$ cat src/hw/rtl/cylinder_support_point_defines.svh
// assertion macros shared by the cylinder support point rtl
// no dependencies; included by files that carry assertions
`ifndef CYLINDER_SUPPORT_POINT_DEFINES_SVH
`define CYLINDER_SUPPORT_POINT_DEFINES_SVH

// same-cycle implication, disabled during reset
`define CSP_ASSERT_NOW(lbl, ante, cons) \
    lbl: assert property (@(posedge i_clk) disable iff (!i_rst_n) (ante) |-> (cons)) \
        else $error("csp check failed");

// next-cycle implication, disabled during reset
`define CSP_ASSERT_NEXT(lbl, ante, cons) \
    lbl: assert property (@(posedge i_clk) disable iff (!i_rst_n) (ante) |=> (cons)) \
        else $error("csp check failed");

`endif

$ cat src/hw/rtl/csp_pkg.sv
// shared types for the cylinder support point pipeline
// no dependencies
package csp_pkg;

    localparam int WordW  = 32;
    localparam int SqrtW  = 64;
    localparam int RemW   = 36;
    localparam int QuotW  = 31;
    localparam int ProdW  = 63;
    localparam int SqSteps  = 32;
    localparam int DivSteps = 31;

    // payload of one item inside the square-root chain
    typedef struct packed {
        logic [SqrtW-1:0] n;
        logic [RemW-1:0]  rem;
        logic [WordW-1:0] root;
        logic [ProdW-1:0] dx;
        logic [ProdW-1:0] dz;
        logic             nx;
        logic             nz;
        logic [WordW-1:0] py;
    } t_sq;

    // payload of one item inside the divider chain
    typedef struct packed {
        logic [WordW-1:0] rem_x;
        logic [WordW-1:0] rem_z;
        logic [QuotW-1:0] d_x;
        logic [QuotW-1:0] d_z;
        logic [QuotW-1:0] q_x;
        logic [QuotW-1:0] q_z;
        logic [WordW-1:0] sigma;
        logic             nx;
        logic             nz;
        logic [WordW-1:0] py;
    } t_div;

endpackage

$ cat src/hw/rtl/csp_sqrt_cell.sv
// one step of the bit-pair restoring square root
// depends on csp_pkg
module csp_sqrt_cell import csp_pkg::*; (
    input  logic i_clk,
    input  logic i_rst_n,
    input  logic i_en,
    input  logic i_valid,
    input  t_sq  i_data,
    output logic o_valid,
    output t_sq  o_data
);
    logic       r_valid;
    t_sq        r_data;
    t_sq        n_data;
    logic [RemW-1:0] rem_sh;
    logic [RemW-1:0] trial;

    always_comb begin
        n_data = i_data;
        rem_sh = {i_data.rem[RemW-3:0], i_data.n[SqrtW-1 -: 2]};
        trial  = {{(RemW-WordW-2){1'b0}}, i_data.root, 2'b01};
        n_data.n = {i_data.n[SqrtW-3:0], 2'b00};
        if (rem_sh >= trial) begin
            n_data.rem  = rem_sh - trial;
            n_data.root = {i_data.root[WordW-2:0], 1'b1};
        end else begin
            n_data.rem  = rem_sh;
            n_data.root = {i_data.root[WordW-2:0], 1'b0};
        end
    end

    always_ff @(posedge i_clk) begin
        if (!i_rst_n) begin
            r_valid <= 1'b0;
        end else if (i_en) begin
            r_valid <= i_valid;
        end
        if (i_en) begin
            r_data <= n_data;
        end
    end

    assign o_valid = r_valid;
    assign o_data  = r_data;
endmodule

$ cat config.mk
export PLATFORM = sky130hd
export DESIGN_NAME = csp_sqrt_cell
export DESIGN_NICKNAME = d
export VERILOG_FILES = /design/src/hw/rtl/cylinder_support_point_defines.svh /design/src/hw/rtl/csp_pkg.sv /design/src/hw/rtl/csp_sqrt_cell.sv
export SDC_FILE = /design/constraint.sdc
export NUM_CORES = 1
export LEC_CHECK = 0
export ABC_AREA = 1
export BUFFER_PORTS_ARGS = -buffer_cell sky130_fd_sc_hd__buf_2
export CELL_PAD_IN_SITES_DETAIL_PLACEMENT = 0
export CELL_PAD_IN_SITES_GLOBAL_PLACEMENT = 1
export CORE_AREA = 2 2 231 233
export DETAILED_ROUTE_END_ITERATION = 8
export DIE_AREA = 0 0 233 235
export PLACE_DENSITY = 0.62
export RECOVER_POWER = 100
export SLEW_MARGIN = 10
export SYNTH_ARGS = -nofsm -noshare
export SYNTH_HDL_FRONTEND = slang
export SYNTH_SLANG_ARGS = --single-unit
$ cat constraint.sdc
create_clock -name i_clk -period 3.9 [get_ports i_clk]
set_input_delay 0.585 -clock i_clk [delete_from_list [all_inputs] [get_ports i_clk]]
set_output_delay 0.585 -clock i_clk [all_outputs]
set_load 0.01 [all_outputs]
==> impl_metrics.env <==
export IMPL_hold_violations=0
export IMPL_crit_required_ns=4.15
export IMPL_post_cts_resized=0
export IMPL_synth_area_per_cell_um2=12.2
export IMPL_wire_per_inst_um=24.5
export IMPL_leakagePower_nw=6.91
export IMPL_max_freq_mhz=340
export IMPL_crit_path_frequent_cell="nand2_1"
export IMPL_slowest_stage="clkbuf_1"
export IMPL_slowest_delay_ns=0.62
export IMPL_io_buffers=584
export IMPL_hpwl_um=47000
export IMPL_hold_depth=1
export IMPL_dr_pass1_iters=5
export IMPL_clock_tree_root_cell="clkbuf_16"
export IMPL_io_pins=589
export IMPL_hold_end="o_data[25]"
export IMPL_synth_compound_area_frac=0.0198
export IMPL_synth_xor_area_share=0.0132
export IMPL_cts_tree="done"
export IMPL_final_nets=1934
export IMPL_cts_hold_fix_buffers=0
export IMPL_cts_buffers=36
export IMPL_critPathKind="in -> reg"
export IMPL_tns_ns=0
export IMPL_drc_errors=0
export IMPL_setup_violations=0
export IMPL_slew_viol_final=89
export IMPL_cts_max_level=2
export IMPL_critPathArrivalTime_ns=3.19
export IMPL_fin_crit_ns=2.94
export IMPL_overflow=0
export IMPL_failed_checks="max-capacitance violations, max-slew violations"
export IMPL_initial_core_util=0.229
export IMPL_status="finished with violations"
export IMPL_gp_congestion=0.924
export IMPL_end_kind="register"
export IMPL_critical_path_top_delay_family="simple AND/OR/NAND/NOR gates"
export IMPL_row_count=84
export IMPL_synth_simple_area_share=0.156
export IMPL_cap_violations=1
export IMPL_timing_rr_start="o_valid"
export IMPL_syn_to_final_growth_pct=37.4
export IMPL_worst_slew_pin_slew_ns=2.63
export IMPL_reg2reg_setup_slack_ns=3.26
export IMPL_reg2reg_depth=2
export IMPL_antenna_found_initial=32
export IMPL_die_area_mm2=0.0548
export IMPL_clk_pin_slew_worst_paths_ns=0.07
export IMPL_die_h_um=235
export IMPL_core_mm2=0.0522
export IMPL_grt_pass1_wl_um=76000
export IMPL_slew_headroom=-0.751
export IMPL_min_from="i_data[25]"
export IMPL_die_width_um=233
export IMPL_dp_cells=2254
export IMPL_synthAdderAreaFrac=0.0355
export IMPL_grt_max_degree=92
export IMPL_worstPathCellList="clkbuf_1 > inv_1 > ha_1 > nand2_1 > nor2_2 > nand2_1 > nor2_1 > nand2_1 > nand3_1 > nand3_1 > nand2_4 > clkbuf_1 > o21ai_0"
export IMPL_cp_max_fo=22
export IMPL_grt_pass1_vias=9676
export IMPL_syn_inst=984
export IMPL_timing_rr_end="o_valid"
export IMPL_wl_um=56800
export IMPL_clkLatencyLatePin_ns=0.54
export IMPL_hold_path_class="in -> reg"
export IMPL_vias_per_cell=4.18
export IMPL_cts_max_path_buffers=3
export IMPL_vias=9708
export IMPL_crit_buf_inv=3
export IMPL_cp_start_kind="input pin"
export IMPL_drt_initial_drc_count=636
export IMPL_ys_ff_latch=291
export IMPL_drt_antenna_violating_nets=0
export IMPL_ys_seq_area_frac=0.729
export IMPL_fin_cells=2321
export IMPL_ir_worst_vdd_mv=0.289
export IMPL_syn_cell_area_mm2=0.0120
export IMPL_power_density_mw_per_mm2=506
export IMPL_drive_gt1_frac=0.189
export IMPL_grtUsageTotal=0.201
export IMPL_cts_setup_buffers=0
export IMPL_holdWs_ns=0.206
export IMPL_synth_distinct_cells=28
export IMPL_cts_sinks=291
export IMPL_synth_area_mux_share=0
export IMPL_synth_yosys_warnings=0
export IMPL_synth_top_family_by_area="simple AND/OR/NAND/NOR gates"
export IMPL_fin_crit_sh=0.755
export IMPL_rsz0062_at_grt="no"
export IMPL_skew_ns=0
-- cell type report --
type / count / area (um2)
Tap cell: 688 / 861
Antenna cell: 5 / 12.5
Sequential cell: 291 / 8730
Multi-Input combinational cell: 556 / 2670
Clock inverter: 18 / 190
Timing Repair Buffer: 589 / 2570
Inverter: 130 / 490
Fill cell: 5606 / 35800
Clock buffer: 44 / 931
-- worst max-delay path by stage --
stage | start | end | cells after the start
after floorplan | i_data[169] | o_data[225] | 14
after CTS | i_data[177] | o_data[227] | 13
after detailed placement | i_data[177] | o_data[226] | 13
after global routing | i_data[177] | o_data[193] | 13
after global placement | i_data[177] | o_data[226] | 13
final | i_data[177] | o_data[193] | 13
-- synth_stat cells --
library cell	count	area share
inv_1	129	0.040
dfxtp_1	1	0.0017
xnor2_1	1	0.00073
nor2_2	3	0.0016
conb_1	1	0.00031
nand3_2	2	0.0017
edfxtp_1	290	0.73
o211ai_1	1	0.00063
nand3_1	34	0.014
a21oi_1	27	0.011
a21o_1	1	0.00063
o21bai_1	4	0.0025
nand2_4	1	0.00094
nand4_1	3	0.0016
ha_1	34	0.036
o21ai_1	1	0.00042
inv_4	1	0.00052
nor3_1	8	0.0033
buf_6	3	0.0028
nor2_1	70	0.022
nand2_2	1	0.00052
buf_4	5	0.0031
xor2_1	17	0.012
and2_1	2	0.0010
a21oi_2	2	0.0015
nand3b_1	12	0.0075
o21ai_0	7	0.0029
nand2_1	323	0.10
-- report_power, final --
part           internal [mW]  switching (mW)
logic                  0.370           0.819
clock network           1.91            1.39
registers               3.77          0.0855
-- logic make-up after synthesis --
| logic type | Yosys count |
|---|---|
| xor+xnor | 18 |
| other cells | 1 |
| buf+inv | 138 |
| simple gates | 459 |
| flops | 291 |
| fa+ha+maj | 34 |
| compound gates | 43 |
-- routing by layer --
| metal | global-route usage | wire (um) |
|---|---|---|
| met5 | 0 | 135 |
| met2 | 0.350 | 28200 |
| met4 | 0.0552 | 1650 |
| met3 | 0.0667 | 4810 |
| met1 | 0.235 | 22000 |
-- through the flow --
stage / total power, mW / setup slack, ns / util / instance area, um2
floorplan: 4.44 / 1.67 / - / 12000
global placement: 5.21 / 0.849 / 0.302 / 15800
detailed placement: 5.20 / 0.867 / 0.302 / 15800
CTS: 8.58 / 1.44 / 0.324 / 16900
global route: 8.70 / 0.627 / 0.315 / 16400
finish: 8.34 / 0.956 / 0.315 / 16500
-- state kept, by name, indices dropped and copies added, names as in the netlist --
register and cells:
o_data 290, o_valid 1
-- cell usage in the layout, fill, tap and decap left out --
master / instances
nor2_1: 70
clkinv_8: 1
a21o_1: 1
clkbuf_1: 346
conb_1: 2
nand4_1: 3
nor3_1: 8
o21bai_1: 4
clkbuf_16: 36
buf_12: 3
nand3b_1: 12
o21ai_0: 7
xor2_1: 17
bufinv_16: 3
nand2_4: 1
o21ai_1: 1
edfxtp_1: 290
nand3_1: 36
clkinv_2: 4
diode_2: 5
o211ai_1: 1
clkinv_4: 1
clkbuf_2: 1
clkinvlp_4: 3
buf_2: 246
xnor2_1: 1
ha_1: 34
inv_1: 129
clkinv_1: 4
a21oi_1: 29
nand2_1: 323
nand2_2: 1
inv_4: 1
inv_6: 2
nor2_2: 3
dfxtp_1: 1
buf_4: 1
and2_1: 2
(Power assumes the default switching activity.)
