File: src/hw/rtl/cylinder_support_point_defines.svh
// assertion macros shared by the cylinder support point rtl
// no dependencies; included by files that carry assertions
`ifndef CYLINDER_SUPPORT_POINT_DEFINES_SVH
`define CYLINDER_SUPPORT_POINT_DEFINES_SVH

// same-cycle implication, disabled during reset
`define CSP_ASSERT_NOW(lbl, ante, cons) \
    lbl: assert property (@(posedge i_clk) disable iff (!i_rst_n) (ante) |-> (cons)) \
        else $error("csp check failed");

// next-cycle implication, disabled during reset
`define CSP_ASSERT_NEXT(lbl, ante, cons) \
    lbl: assert property (@(posedge i_clk) disable iff (!i_rst_n) (ante) |=> (cons)) \
        else $error("csp check failed");

`endif

File: src/hw/rtl/csp_pkg.sv
// shared types for the cylinder support point pipeline
// no dependencies
package csp_pkg;

    localparam int WordW  = 32;
    localparam int SqrtW  = 64;
    localparam int RemW   = 36;
    localparam int QuotW  = 31;
    localparam int ProdW  = 63;
    localparam int SqSteps  = 32;
    localparam int DivSteps = 31;

    // payload of one item inside the square-root chain
    typedef struct packed {
        logic [SqrtW-1:0] n;
        logic [RemW-1:0]  rem;
        logic [WordW-1:0] root;
        logic [ProdW-1:0] dx;
        logic [ProdW-1:0] dz;
        logic             nx;
        logic             nz;
        logic [WordW-1:0] py;
    } t_sq;

    // payload of one item inside the divider chain
    typedef struct packed {
        logic [WordW-1:0] rem_x;
        logic [WordW-1:0] rem_z;
        logic [QuotW-1:0] d_x;
        logic [QuotW-1:0] d_z;
        logic [QuotW-1:0] q_x;
        logic [QuotW-1:0] q_z;
        logic [WordW-1:0] sigma;
        logic             nx;
        logic             nz;
        logic [WordW-1:0] py;
    } t_div;

endpackage

File: src/hw/rtl/csp_div_cell.sv
// one restoring division step for both rim coordinates
// depends on csp_pkg
module csp_div_cell import csp_pkg::*; (
    input  logic i_clk,
    input  logic i_rst_n,
    input  logic i_en,
    input  logic i_valid,
    input  t_div i_data,
    output logic o_valid,
    output t_div o_data
);
    logic        r_valid;
    t_div        r_data;
    t_div        n_data;
    logic [WordW:0] sh_x;
    logic [WordW:0] sh_z;
    logic [WordW:0] dvs;

    always_comb begin
        n_data = i_data;
        dvs  = {1'b0, i_data.sigma};
        sh_x = {i_data.rem_x, i_data.d_x[QuotW-1]};
        sh_z = {i_data.rem_z, i_data.d_z[QuotW-1]};
        n_data.d_x = {i_data.d_x[QuotW-2:0], 1'b0};
        n_data.d_z = {i_data.d_z[QuotW-2:0], 1'b0};
        if (sh_x >= dvs) begin
            n_data.rem_x = WordW'(sh_x - dvs);
            n_data.q_x   = {i_data.q_x[QuotW-2:0], 1'b1};
        end else begin
            n_data.rem_x = sh_x[WordW-1:0];
            n_data.q_x   = {i_data.q_x[QuotW-2:0], 1'b0};
        end
        if (sh_z >= dvs) begin
            n_data.rem_z = WordW'(sh_z - dvs);
            n_data.q_z   = {i_data.q_z[QuotW-2:0], 1'b1};
        end else begin
            n_data.rem_z = sh_z[WordW-1:0];
            n_data.q_z   = {i_data.q_z[QuotW-2:0], 1'b0};
        end
    end

    always_ff @(posedge i_clk) begin
        if (!i_rst_n) begin
            r_valid <= 1'b0;
        end else if (i_en) begin
            r_valid <= i_valid;
        end
        if (i_en) begin
            r_data <= n_data;
        end
    end

    assign o_valid = r_valid;
    assign o_data  = r_data;
endmodule

File: config.mk
export PLATFORM = sky130hd
export DESIGN_NAME = csp_div_cell
export DESIGN_NICKNAME = d
export VERILOG_FILES = /design/src/hw/rtl/cylinder_support_point_defines.svh /design/src/hw/rtl/csp_pkg.sv /design/src/hw/rtl/csp_div_cell.sv
export SDC_FILE = /design/constraint.sdc
export NUM_CORES = 1
export LEC_CHECK = 0
export BUFFER_PORTS_ARGS = -buffer_cell sky130_fd_sc_hd__clkbuf_2
export CORE_AREA = 2 2 200 202
export DETAILED_ROUTE_END_ITERATION = 10
export DIE_AREA = 0 0 202 204
export GPL_TIMING_DRIVEN = 1
export PLACE_DENSITY = 0.65
export SYNTH_ARGS = -nofsm -noshare
export SYNTH_HDL_FRONTEND = slang
export SYNTH_SLANG_ARGS = --single-unit
File: constraint.sdc
create_clock -name i_clk -period 6 [get_ports i_clk]
set_clock_uncertainty 0.2 [all_clocks]
set_input_delay 0.9 -clock i_clk [delete_from_list [all_inputs] [get_ports i_clk]]
set_output_delay 0.9 -clock i_clk [all_outputs]
set_load 0.005 [all_outputs]
==> results of run 1 <==
==> layer usage <==
| metal | wire length [µm] | vias to the layer above | share of wire |
|---|---|---|---|
| met5 | 138 | - | 0.0030 |
| met4 | 1400 | 22 | 0.031 |
| met3 | 3700 | 79 | 0.082 |
| met2 | 22300 | 380 | 0.49 |
| met1 | 17800 | 4630 | 0.39 |
| li1 | - | 4445 | - |
==> critical path: cells and delay by family <==
| kind | cells | cell delay [ns] |
|---|---|---|
| muxes | 1 | 0.35 |
| adders and majority gates | 1 | 0.43 |
| AOI/OAI and AO/OA | 2 | 0.55 |
| buffers and inverters | 3 | 0.44 |
| and+or+nand+nor | 5 | 1.28 |
==> stage by stage <==
stage          setup slack (ns)  total power, mW  hold slack [ns]  area (µm²)  utilization
4_1_cts                    2.11             4.95            0.269       15800        0.404
2_1_floorplan              2.47             2.67            0.307       11800            -
5_1_grt                    1.92             5.10            0.273       15800        0.404
6_report                   2.15             4.88            0.300       15800        0.404
3_3_place_gp               1.56             3.15            0.332       14900        0.381
3_5_place_dp               1.50             3.16            0.335       14900        0.381
==> cells in the final DEF (no fill, tap or decap), drive strengths merged, types with 7 or more instances in the layout <==
master	count
clkbuf	546
edfxtp	252
nand2	99
o21ai	89
a21oi	65
ha	64
inv	56
xor2	30
nor2	28
xnor2	26
a21o	25
nand3	25
nand4	15
o21bai	13
nor2b	10
a31oi	10
and3	9
clkinv	9
nor3	7
==> layout make-up <==
class,instances,area [µm²]
Inverter,56,210
Clock buffer,39,806
Timing Repair Buffer,512,2590
Multi-Input combinational cell,582,3860
Sequential cell,253,7590
Tap cell,525,657
Clock inverter,13,125
Antenna cell,1,2.50
Fill cell,3816,23300
==> cell usage after synthesis (2+ instances only) <==
cell type and number:
sky130_fd_sc_hd__a211oi_1 5, sky130_fd_sc_hd__a21o_1 25, sky130_fd_sc_hd__a21oi_1 64, sky130_fd_sc_hd__a311oi_1 2, sky130_fd_sc_hd__a31o_2 4, sky130_fd_sc_hd__a31oi_1 9, sky130_fd_sc_hd__a41oi_1 2, sky130_fd_sc_hd__and2_1 6
sky130_fd_sc_hd__and3_1 9, sky130_fd_sc_hd__and4_1 2, sky130_fd_sc_hd__buf_2 5, sky130_fd_sc_hd__buf_4 2, sky130_fd_sc_hd__buf_6 3, sky130_fd_sc_hd__clkbuf_1 20, sky130_fd_sc_hd__edfxtp_1 252, sky130_fd_sc_hd__fa_1 2
sky130_fd_sc_hd__ha_1 64, sky130_fd_sc_hd__inv_1 55, sky130_fd_sc_hd__mux2_2 6, sky130_fd_sc_hd__mux2i_1 2, sky130_fd_sc_hd__nand2_1 97, sky130_fd_sc_hd__nand2_2 2, sky130_fd_sc_hd__nand2b_1 6, sky130_fd_sc_hd__nand3_1 25
sky130_fd_sc_hd__nand4_1 15, sky130_fd_sc_hd__nor2_1 28, sky130_fd_sc_hd__nor2b_1 10, sky130_fd_sc_hd__nor3_1 7, sky130_fd_sc_hd__o2111ai_1 2, sky130_fd_sc_hd__o211ai_1 6, sky130_fd_sc_hd__o21a_1 2, sky130_fd_sc_hd__o21ai_0 70
sky130_fd_sc_hd__o21ai_1 17, sky130_fd_sc_hd__o21ai_2 2, sky130_fd_sc_hd__o21bai_1 13, sky130_fd_sc_hd__o22ai_1 2, sky130_fd_sc_hd__o41a_1 2, sky130_fd_sc_hd__or3_1 2, sky130_fd_sc_hd__xnor2_1 26, sky130_fd_sc_hd__xor2_1 30
==> flip-flops by register name, summed over array words and instances, names as in the netlist <==
register and cells:
o_data 252, o_valid 1
==> cells by family (layout without fill, tap and decap cells) <==
logic type	after synthesis	in the layout	share of synthesized area
buf+inv	86	620	0.0304
compound gates	238	238	0.122
simple gates	212	212	0.0834
other cells	1	3	0.000318
mux	8	8	0.00742
fa+ha+maj	66	66	0.0713
flops	253	253	0.643
xor+xnor	56	56	0.0416
==> power by group through the flow <==
stage | Sequential (mW) | Combinational, mW | Clock (mW)
after floorplan | 2.27 | 0.403 | 0
after global placement | 2.25 | 0.896 | 0
after detailed placement | 2.26 | 0.900 | 0
after CTS | 2.22 | 0.906 | 1.82
after global routing | 2.24 | 0.978 | 1.88
final | 2.22 | 0.894 | 1.77
==> worst max path at each step <==
stage	startpoint	endpoint	slack [ns]	depth (start not counted)
finish	i_data[51]	o_data[236]	2.15	12
global route	i_data[51]	o_data[225]	1.92	13
CTS	i_data[51]	o_data[236]	2.11	12
detailed placement	i_data[51]	o_data[236]	1.50	12
global placement	i_data[51]	o_data[237]	1.56	12
floorplan	i_data[51]	o_data[236]	2.47	11
==> impl_metrics.sql, run 1 <==
INSERT INTO impl_metrics (metric_group, metric, value, unit) VALUES
('outcome', 'outcome', 'complete, no violations', ''),
('layout', 'layout-drive-gt1-share', '0.395', ''),
('route', 'drtAntennaViolNets', '0', ''),
('worst_hold_path', 'worstHoldStart', 'i_data[74]', ''),
('pwr', 'share_comb_of_total_power', '0.183', ''),
('synth', 'synthFlopType', 'sky130_fd_sc_hd__edfxtp_1', ''),
('timing', 'period_share', '0.642', ''),
('synth', 'synth.top_cells.by_area', 'sky130_fd_sc_hd__edfxtp_1 64%, sky130_fd_sc_hd__ha_1 6.8%, sky130_fd_sc_hd__nand2_1 3.1%', ''),
('route', 'wl', '45300', 'µm'),
('floorplanning', 'die_height', '204', 'µm'),
('clock_network', 'post-cts-setup-buffers', '0', ''),
('worst_hold_path', 'endpoint_worst_hold', 'o_data[75]', ''),
('pwr', 'power_per_cell_area', '308', 'nW/µm²'),
('route', 'vias', '9556', ''),
('clock_network', 'cts_inserted_buffers', '30', ''),
('setup_path', 'critical_path.reg2reg.endpoint', 'o_valid', ''),
('synth', 'yosys.area.top_type_share', '0.641', ''),
('synth', 'synth-edff-count', '252', ''),
('clock_network', 'cts_tree', 'done', ''),
('pwr', 'power.ir.vdd_worst', '0.201', 'mV'),
('clock_network', 'cts.reportedPaths.clkPinSlew', '0.07', 'ns'),
('grt', 'top_usage_layer', 'met2', ''),
('setup_path', 'rr_startpoint', 'o_valid', ''),
('grt', 'via_count_of_the_first_global_routing_pass', '9394', ''),
('floorplanning', 'io_pins', '513', ''),
('setup_path', 'path_max_fanout', '32', ''),
('setup_path', 'critPathMaxStageDelay', '0.44', 'ns'),
('timing', 'setup_viol_count_final', '0', ''),
('pwr', 'power.sequential.fraction', '0.454', ''),
('grt', 'globalRouteOverflowTotal', '0', ''),
('timing', 'timing.final.hold_violations', '0', ''),
('clock_network', 'cts_buffer_depth', '3', ''),
('grt', 'grt_use_met1', '0.251', ''),
('timing', 'fmax', '260', 'MHz'),
('layout', 'num-nets-final', '1759', ''),
('synth', 'synthCells', '920', ''),
('grt', 'overall_fraction_of_global_route_tracks_in_use', '0.209', ''),
('clock_network', 'cts_sink_cnt', '253', ''),
('clock_network', 'ctsResizeCount', '0', ''),
('route', 'drc_errors', '0', ''),
('grt', 'gr_layer_usage_met3', '0.0620', ''),
('pwr', 'cellLeakagePower', '7.04', 'nW'),
('grt', 'use_met2', '0.358', ''),
('route', 'via_per_inst', '4.82', ''),
('setup_path', 'timing.critical_path.arrival', '3.96', 'ns'),
('placement', 'finalWeightedCongestion', '0.883', ''),
('timing', 'worst_slew_pin_slew', '0.872', 'ns'),
('setup_path', 'worst_r2r_path_depth', '2', ''),
('grt', 'grt_start_max_net_pins', '109', ''),
('timing', 'timing.final.crit_period', '3.85', 'ns'),
('synth', 'post_synth_instance_area', '11800', 'µm²'),
('floorplanning', 'chipWidth', '202', 'µm'),
('setup_path', 'cp_cell_sequence', 'clkbuf_2, inv_1, ha_1, and3_1, nand4_1, or3_1, o41a_1, and3_1, a21oi_2, nand2_2, inv_2, mux2_2', ''),
('floorplanning', 'die_area', '41200', 'µm²'),
('layout', 'syn2layout_area_growth', '34.3', '%'),
('setup_path', 'cp.required', '6.11', 'ns'),
('synth', 'postSynthAreaPerCell', '12.8', 'µm²'),
('synth', 'yosysWarnings', '0', ''),
('route', 'routed_wire_length_per_instance', '22.9', 'µm'),
('clock_network', 'post_cts_hold_buffer_count', '0', ''),
('setup_path', 'timing_worst_setup_path_type', 'in -> reg', ''),
('clock_network', 'insertion_delay_of_the_later_clocked_pin_in_the_worst_skew_pair', '0.56', 'ns'),
('placement', 'place.port_buffers', '508', ''),
('synth', 'synthDistinctLibCells', '57', ''),
('setup_path', 'worst_setup_path_end_kind', 'register', ''),
('timing', 'drv_slew', '0', ''),
('route', 'drt_iter0_drc', '579', ''),
('grt', 'grt_pass1_wl', '62800', 'µm'),
('placement', 'place_inst', '1928', ''),
('flow_run', 'max-cap-violations', '0', ''),
('pwr', 'netSwitchingFraction', '0.272', '');
No activity file was read; power rests on OpenSTA's default activity.
==> run 2, diff against run 1 <==
Settings changed: CORE_AREA 2 2 200 202 to 2 2 201 203, DIE_AREA 0 0 202 204 to 0 0 203 205, PLACE_DENSITY 0.65 to 0.67.
Clock period 6 ns to 3.3 ns, I/O delays scaled along.
==> impl_metrics.sql, run 2 (synthesized netlist as in run 1, its figures left out) <==
INSERT INTO impl_metrics (metric_group, metric, value, unit) VALUES
('outcome', 'outcome', 'complete, no violations', ''),
('setup_path', 'timing.critical_path.arrival', '3.35', 'ns'),
('floorplanning', 'number_of_cell_rows', '73', ''),
('timing', 'finalWorstSetupSlack', '0.0734', 'ns'),
('floorplanning', 'floorplan.core_area', '39400', 'µm²'),
('timing', 'drv_slew', '0', ''),
('layout', 'fill_cells', '3456', ''),
('setup_path', 'worst_setup_path_start_kind', 'primary input', ''),
('pwr', 'netSwitchingFraction', '0.269', ''),
('pwr', 'share_comb_of_total_power', '0.216', ''),
('layout', 'syn2layout_area_growth', '60.7', '%'),
('setup_path', 'worst_setup_path_end_kind', 'register', ''),
('floorplanning', 'io_pins', '513', ''),
('clock_network', 'htreeDepth', '1', ''),
('timing', 'setup_viol_count_final', '0', ''),
('layout', 'max_reg_flops', '252', ''),
('pwr', 'power.sequential.fraction', '0.424', ''),
('clock_network', 'cts_sink_cnt', '253', ''),
('route', 'routed_wire_length_per_instance', '20.7', 'µm'),
('timing', 'timing.final.crit_period', '3.23', 'ns'),
('grt', 'antenna_found_initial', '8', ''),
('route', 'drc_errors', '0', ''),
('floorplanning', 'chipWidth', '203', 'µm'),
('layout', 'layout.cells.most_common_list', '507 x sky130_fd_sc_hd__clkbuf_2, 252 x sky130_fd_sc_hd__edfxtp_1, 184 x sky130_fd_sc_hd__dlygate4sd3_1', ''),
('setup_path', 'timing_worst_setup_path_type', 'in -> reg', ''),
('layout', 'fin_cells', '2312', ''),
('placement', 'place_inst', '2067', ''),
('worst_hold_path', 'min_path_type', 'in -> reg', ''),
('route', 'vias', '10900', ''),
('clock_network', 'cts_buffer_depth', '3', ''),
('placement', 'dpl_worst_slack', '-0.304', 'ns'),
('grt', 'overall_fraction_of_global_route_tracks_in_use', '0.221', ''),
('route', 'drt_iter0_drc', '701', ''),
('pwr', 'share_clk_of_total_power', '0.360', ''),
('grt', 'grt_start_max_net_pins', '83', ''),
('grt', 'grt_pass1_wl', '68800', 'µm'),
('pwr', 'power_per_cell_area', '503', 'nW/µm²'),
('pwr', 'fin_total_pwr', '9.54', 'mW'),
('layout', 'postLayoutCellArea', '19000', 'µm²'),
('pwr', 'cellLeakagePower', '8.55', 'nW'),
('flow_run', 'max-cap-violations', '0', ''),
('timing', 'timing.final.hold_violations', '0', ''),
('clock_network', 'insertion_delay_of_the_later_clocked_pin_in_the_worst_skew_pair', '0.57', 'ns'),
('route', 'via_per_inst', '4.71', ''),
('timing', 'fmax', '310', 'MHz'),
('route', 'wl', '47900', 'µm'),
('timing', 'finalSetupTns', '0', 'ns'),
('clock_network', 'cts_inserted_buffers', '30', ''),
('pwr', 'switchingPower', '2.57', 'mW'),
('pwr', 'power.ir.vdd_worst', '0.408', 'mV'),
('setup_path', 'path_max_fanout', '5', ''),
('grt', 'via_count_of_the_first_global_routing_pass', '11100', ''),
('placement', 'finalWeightedCongestion', '0.926', ''),
('route', 'drt-pass1-iter-count', '5', ''),
('floorplanning', 'die_height', '205', 'µm'),
('placement', 'place.port_buffers', '508', ''),
('pwr', 'internal_power', '6.97', 'mW'),
('grt', 'globalRouteOverflowTotal', '0', ''),
('timing', 'timing.max_slew.rel_slack', '0.658', ''),
('placement', 'detailed_place_hpwl', '36600', 'µm'),
('setup_path', 'cp.required', '3.42', 'ns'),
('timing', 'worst_slew_pin_slew', '0.508', 'ns'),
('clock_network', 'cts.reportedPaths.clkPinSlew', '0.06', 'ns'),
('floorplanning', 'die_area', '41600', 'µm²'),
('layout', 'layout_commonest_cell', 'sky130_fd_sc_hd__clkbuf_2', ''),
('clock_network', 'cts-root-buf', 'sky130_fd_sc_hd__clkbuf_16', ''),
('layout', 'layout-drive-gt1-share', '0.411', ''),
('placement', 'post_dp_cell_area', '16000', 'µm²'),
('route', 'drtAntennaViolNets', '0', ''),
('timing', 'period_share', '0.978', ''),
('layout', 'num-nets-final', '2086', ''),
('floorplanning', 'start_util', '0.300', ''),
('clock_network', 'cts_tree', 'done', '');
==> run 2: changes by cell type in the layout (fill, tap and decap cells not counted), moves of 3 or more <==
cell / delta
sky130_fd_sc_hd__dlygate4sd3_1: +184
sky130_fd_sc_hd__buf_4: +138
sky130_fd_sc_hd__buf_12: +5
sky130_fd_sc_hd__clkbuf_1: -3
sky130_fd_sc_hd__inv_1: -3
sky130_fd_sc_hd__inv_2: +3
==> run 2: per-layer routing <==
layer	wire length, µm	track usage	up-vias
met5	67	0	-
met4	2040	0.0889	12
met3	3230	0.0487	107
met2	24000	0.398	437
met1	18500	0.254	5211
li1	-	-	5118
==> run 2: repair_timing <==
item	in CTS	in global routing
setup buffers	0	4
hold buffers	184	0
gates resized for setup	0	12
setup endpoints to repair	0	55
endpoints found under the hold margin	184	0
==> run 2: path summary, 6_finish.rpt <==
kind,start,slack (ns),to,cells after the start
setup reg to reg,o_valid,2.41,o_valid,2
hold reg to reg,o_valid,0.41,o_valid,2
hold / removal,i_data[217],0.03,o_data[218],3
setup / recovery,i_data[46],0.07,o_data[211],14
==> run 2: layout make-up <==
class | instances | area [µm²] | share of cell area
flip-flops and latches | 253 | 7590 | 0.400
clock inverters | 19 | 214 | 0.0113
repair buffers | 839 | 5570 | 0.294
well taps | 525 | 657 | 0.0347
clock buffers | 36 | 795 | 0.0419
diodes | 2 | 5.00 | 0.000264
multi-input cells | 582 | 3910 | 0.206
inverters | 56 | 210 | 0.0111
==> run 2: through the flow <==
step	hold slack, ns	utilization
final	0.0261	0.481
after global routing	0.0143	0.481
after CTS	0.00108	0.479
after detailed placement	0.350	0.407
after global placement	0.336	0.407
after floorplan	0.307	-
==> run 2: worst max-delay path, cell delays in order <==
cell and delay, ns:
sky130_fd_sc_hd__dlygate4sd3_1 0.52, sky130_fd_sc_hd__clkbuf_2 0.10, sky130_fd_sc_hd__inv_1 0.09, sky130_fd_sc_hd__buf_12 0.15, sky130_fd_sc_hd__ha_1 0.34, sky130_fd_sc_hd__a21oi_1 0.14, sky130_fd_sc_hd__o21ai_0 0.13, sky130_fd_sc_hd__a31oi_1 0.30
sky130_fd_sc_hd__a21oi_1 0.13, sky130_fd_sc_hd__buf_4 0.17, sky130_fd_sc_hd__a21bo_2 0.20, sky130_fd_sc_hd__a21o_1 0.18, sky130_fd_sc_hd__xor2_1 0.13, sky130_fd_sc_hd__mux2_2 0.25
==> run 2: power groups by stage <==
stage | Combinational (mW) | Sequential [mW] | Clock, mW
floorplan | 0.732 | 4.13 | 0
global placement | 1.83 | 4.10 | 0
detailed placement | 1.85 | 4.11 | 0
CTS | 2.05 | 4.04 | 3.49
global route | 2.24 | 4.07 | 3.63
finish | 2.06 | 4.05 | 3.44
==> run 3, diff against run 2 <==
Settings changed: RECOVER_POWER from default to 100, TNS_END_PERCENT from default to 10.
==> impl_metrics.sql, run 3 (synthesized netlist as in run 1, its figures left out) <==
INSERT INTO impl_metrics (metric_group, metric, value, unit) VALUES
('outcome', 'outcome', 'complete, but fails checks', ''),
('outcome', 'violations', 'max-capacitance violations, max-slew violations', ''),
('grt', 'gr_layer_usage_met3', '0.0487', ''),
('route', 'drt-pass1-iter-count', '5', ''),
('pwr', 'power_per_cell_area', '508', 'nW/µm²'),
('grt', 'grt_start_max_net_pins', '83', ''),
('layout', 'layout-drive-gt1-share', '0.269', ''),
('timing', 'finalWorstSetupSlack', '0.0701', 'ns'),
('clock_network', 'insertion_delay_of_the_later_clocked_pin_in_the_worst_skew_pair', '0.57', 'ns'),
('grt', 'overall_fraction_of_global_route_tracks_in_use', '0.221', ''),
('floorplanning', 'floorplan.core_area', '39400', 'µm²'),
('worst_hold_path', 'min_path_type', 'in -> reg', ''),
('clock_network', 'htreeDepth', '1', ''),
('layout', 'fin_util', '0.473', ''),
('layout', 'num-nets-final', '2086', ''),
('route', 'via_per_inst', '4.71', ''),
('route', 'drt_iter0_drc', '671', ''),
('setup_path', 'r2r_slack', '2.33', 'ns'),
('layout', 'layout_commonest_cell', 'sky130_fd_sc_hd__clkbuf_2', ''),
('clock_network', 'cts_tree', 'done', ''),
('timing', 'setup_viol_count_final', '0', ''),
('layout', 'multi_input_comb_area', '3910', 'µm²'),
('route', 'routed_wire_length_per_instance', '20.7', 'µm'),
('floorplanning', 'io_pins', '513', ''),
('grt', 'globalRouteOverflowTotal', '0', ''),
('flow_run', 'max-cap-violations', '1', ''),
('pwr', 'power.ir.vdd_worst', '0.406', 'mV'),
('placement', 'detailed_place_hpwl', '36600', 'µm'),
('layout', 'layout.cells.most_common_list', '256 x sky130_fd_sc_hd__clkbuf_2, 255 x sky130_fd_sc_hd__clkbuf_1, 252 x sky130_fd_sc_hd__edfxtp_1', ''),
('grt', 'grt_pass1_wl', '68800', 'µm'),
('grt', 'antenna_found_initial', '9', ''),
('route', 'drc_errors', '0', ''),
('timing', 'period_share', '0.979', ''),
('floorplanning', 'chipWidth', '203', 'µm'),
('layout', 'area.sequential', '7590', 'µm²'),
('layout', 'syn2layout_area_growth', '57.9', '%'),
('grt', 'grt_use_met1', '0.254', ''),
('setup_path', 'timing.critical_path.arrival', '3.35', 'ns'),
('route', 'vias', '10900', ''),
('clock_network', 'cts_sink_cnt', '253', ''),
('clock_network', 'cts_inserted_buffers', '30', ''),
('pwr', 'fin_total_pwr', '9.47', 'mW'),
('route', 'drtAntennaViolNets', '0', ''),
('setup_path', 'worst_setup_path_end_kind', 'register', ''),
('timing', 'timing.final.hold_violations', '0', ''),
('pwr', 'cellLeakagePower', '7.80', 'nW'),
('setup_path', 'path_max_fanout', '5', ''),
('placement', 'place.port_buffers', '508', ''),
('clock_network', 'cts-root-buf', 'sky130_fd_sc_hd__clkbuf_16', ''),
('timing', 'worst_slew_pin_slew', '2.88', 'ns'),
('timing', 'drv_slew', '48', ''),
('placement', 'finalWeightedCongestion', '0.926', ''),
('grt', 'use_met2', '0.398', ''),
('floorplanning', 'die_height', '205', 'µm'),
('timing', 'fmax', '310', 'MHz'),
('grt', 'via_count_of_the_first_global_routing_pass', '11100', ''),
('route', 'wl', '47900', 'µm'),
('setup_path', 'worst_setup_path_start_kind', 'primary input', ''),
('layout', 'fill_cells', '3619', ''),
('clock_network', 'cts_buffer_depth', '3', ''),
('layout', 'postLayoutCellArea', '18600', 'µm²'),
('timing', 'timing.final.crit_period', '3.23', 'ns'),
('placement', 'post_dp_cell_area', '16000', 'µm²'),
('grt', 'top_usage_layer', 'met2', ''),
('floorplanning', 'die_area', '41600', 'µm²'),
('setup_path', 'cp.required', '3.42', 'ns'),
('timing', 'timing.max_slew.rel_slack', '-0.923', ''),
('timing', 'finalSetupTns', '0', 'ns'),
('clock_network', 'cts.reportedPaths.clkPinSlew', '0.06', 'ns'),
('layout', 'max_reg_flops', '252', ''),
('floorplanning', 'number_of_cell_rows', '73', ''),
('placement', 'dpl_worst_slack', '-0.304', 'ns'),
('floorplanning', 'start_util', '0.300', ''),
('setup_path', 'timing_worst_setup_path_type', 'in -> reg', '');
## run 3: changes by cell type in the layout (fill, tap and decap cells not counted), moves of 2 or more
| cell | delta |
|---|---|
| sky130_fd_sc_hd__diode_2 | +2 |
| sky130_fd_sc_hd__clkbuf_1 | +250 |
| sky130_fd_sc_hd__buf_1 | +3 |
| sky130_fd_sc_hd__clkbuf_2 | -251 |
| sky130_fd_sc_hd__buf_4 | -2 |
## run 3: where the power goes
group          switching (mW)  internal [mW]
Sequential              0.107           3.94
Combinational            1.05          0.931
Clock                    1.41           2.03
Total                    2.57           6.90
## run 3: final timing paths
kind,start,to,depth (start not counted)
max reg2reg,o_valid,o_valid,2
min,i_data[217],o_data[218],3
min reg2reg,o_valid,o_valid,2
max,i_data[46],o_data[211],14
## run 3: through the flow
stage	cells	hold slack (ns)
after floorplan	921	0.307
after global placement	2067	0.336
after detailed placement	2067	0.350
after CTS	2306	0.00108
after global routing	2311	0.0143
final	2314	0.0268
## run 3: layout make-up
class | count | area share
inverter | 56 | 0.0113
multi-input combinational | 582 | 0.210
timing repair buffer | 839 | 0.281
clock inverter | 19 | 0.0115
clock buffer | 36 | 0.0426
antenna | 4 | 0.000537
tap | 525 | 0.0353
sequential | 253 | 0.407
## run 3: per-layer routing
metal,share of wire,vias up
met2,0.50,434
met1,0.38,5221
met5,0.0016,-
met3,0.070,108
met4,0.044,12
li1,-,5119
## run 3: what timing repair did
item / in CTS / in global routing
hold buffers: 184 / 0
endpoints found under the setup margin: 0 / 55
buffers inserted: 0 / 4
hold endpoints to repair: 184 / 0
resized for setup: 0 / 12
## run 3: worst max-delay path, cell delays in order
cell,delay [ns]
sky130_fd_sc_hd__dlygate4sd3_1,0.52
sky130_fd_sc_hd__clkbuf_2,0.10
sky130_fd_sc_hd__inv_1,0.09
sky130_fd_sc_hd__buf_12,0.15
sky130_fd_sc_hd__ha_1,0.34
sky130_fd_sc_hd__a21oi_1,0.14
sky130_fd_sc_hd__o21ai_0,0.13
sky130_fd_sc_hd__a31oi_1,0.30
sky130_fd_sc_hd__a21oi_1,0.13
sky130_fd_sc_hd__buf_4,0.17
sky130_fd_sc_hd__a21bo_2,0.20
sky130_fd_sc_hd__a21o_1,0.18
sky130_fd_sc_hd__xor2_1,0.13
sky130_fd_sc_hd__mux2_2,0.25
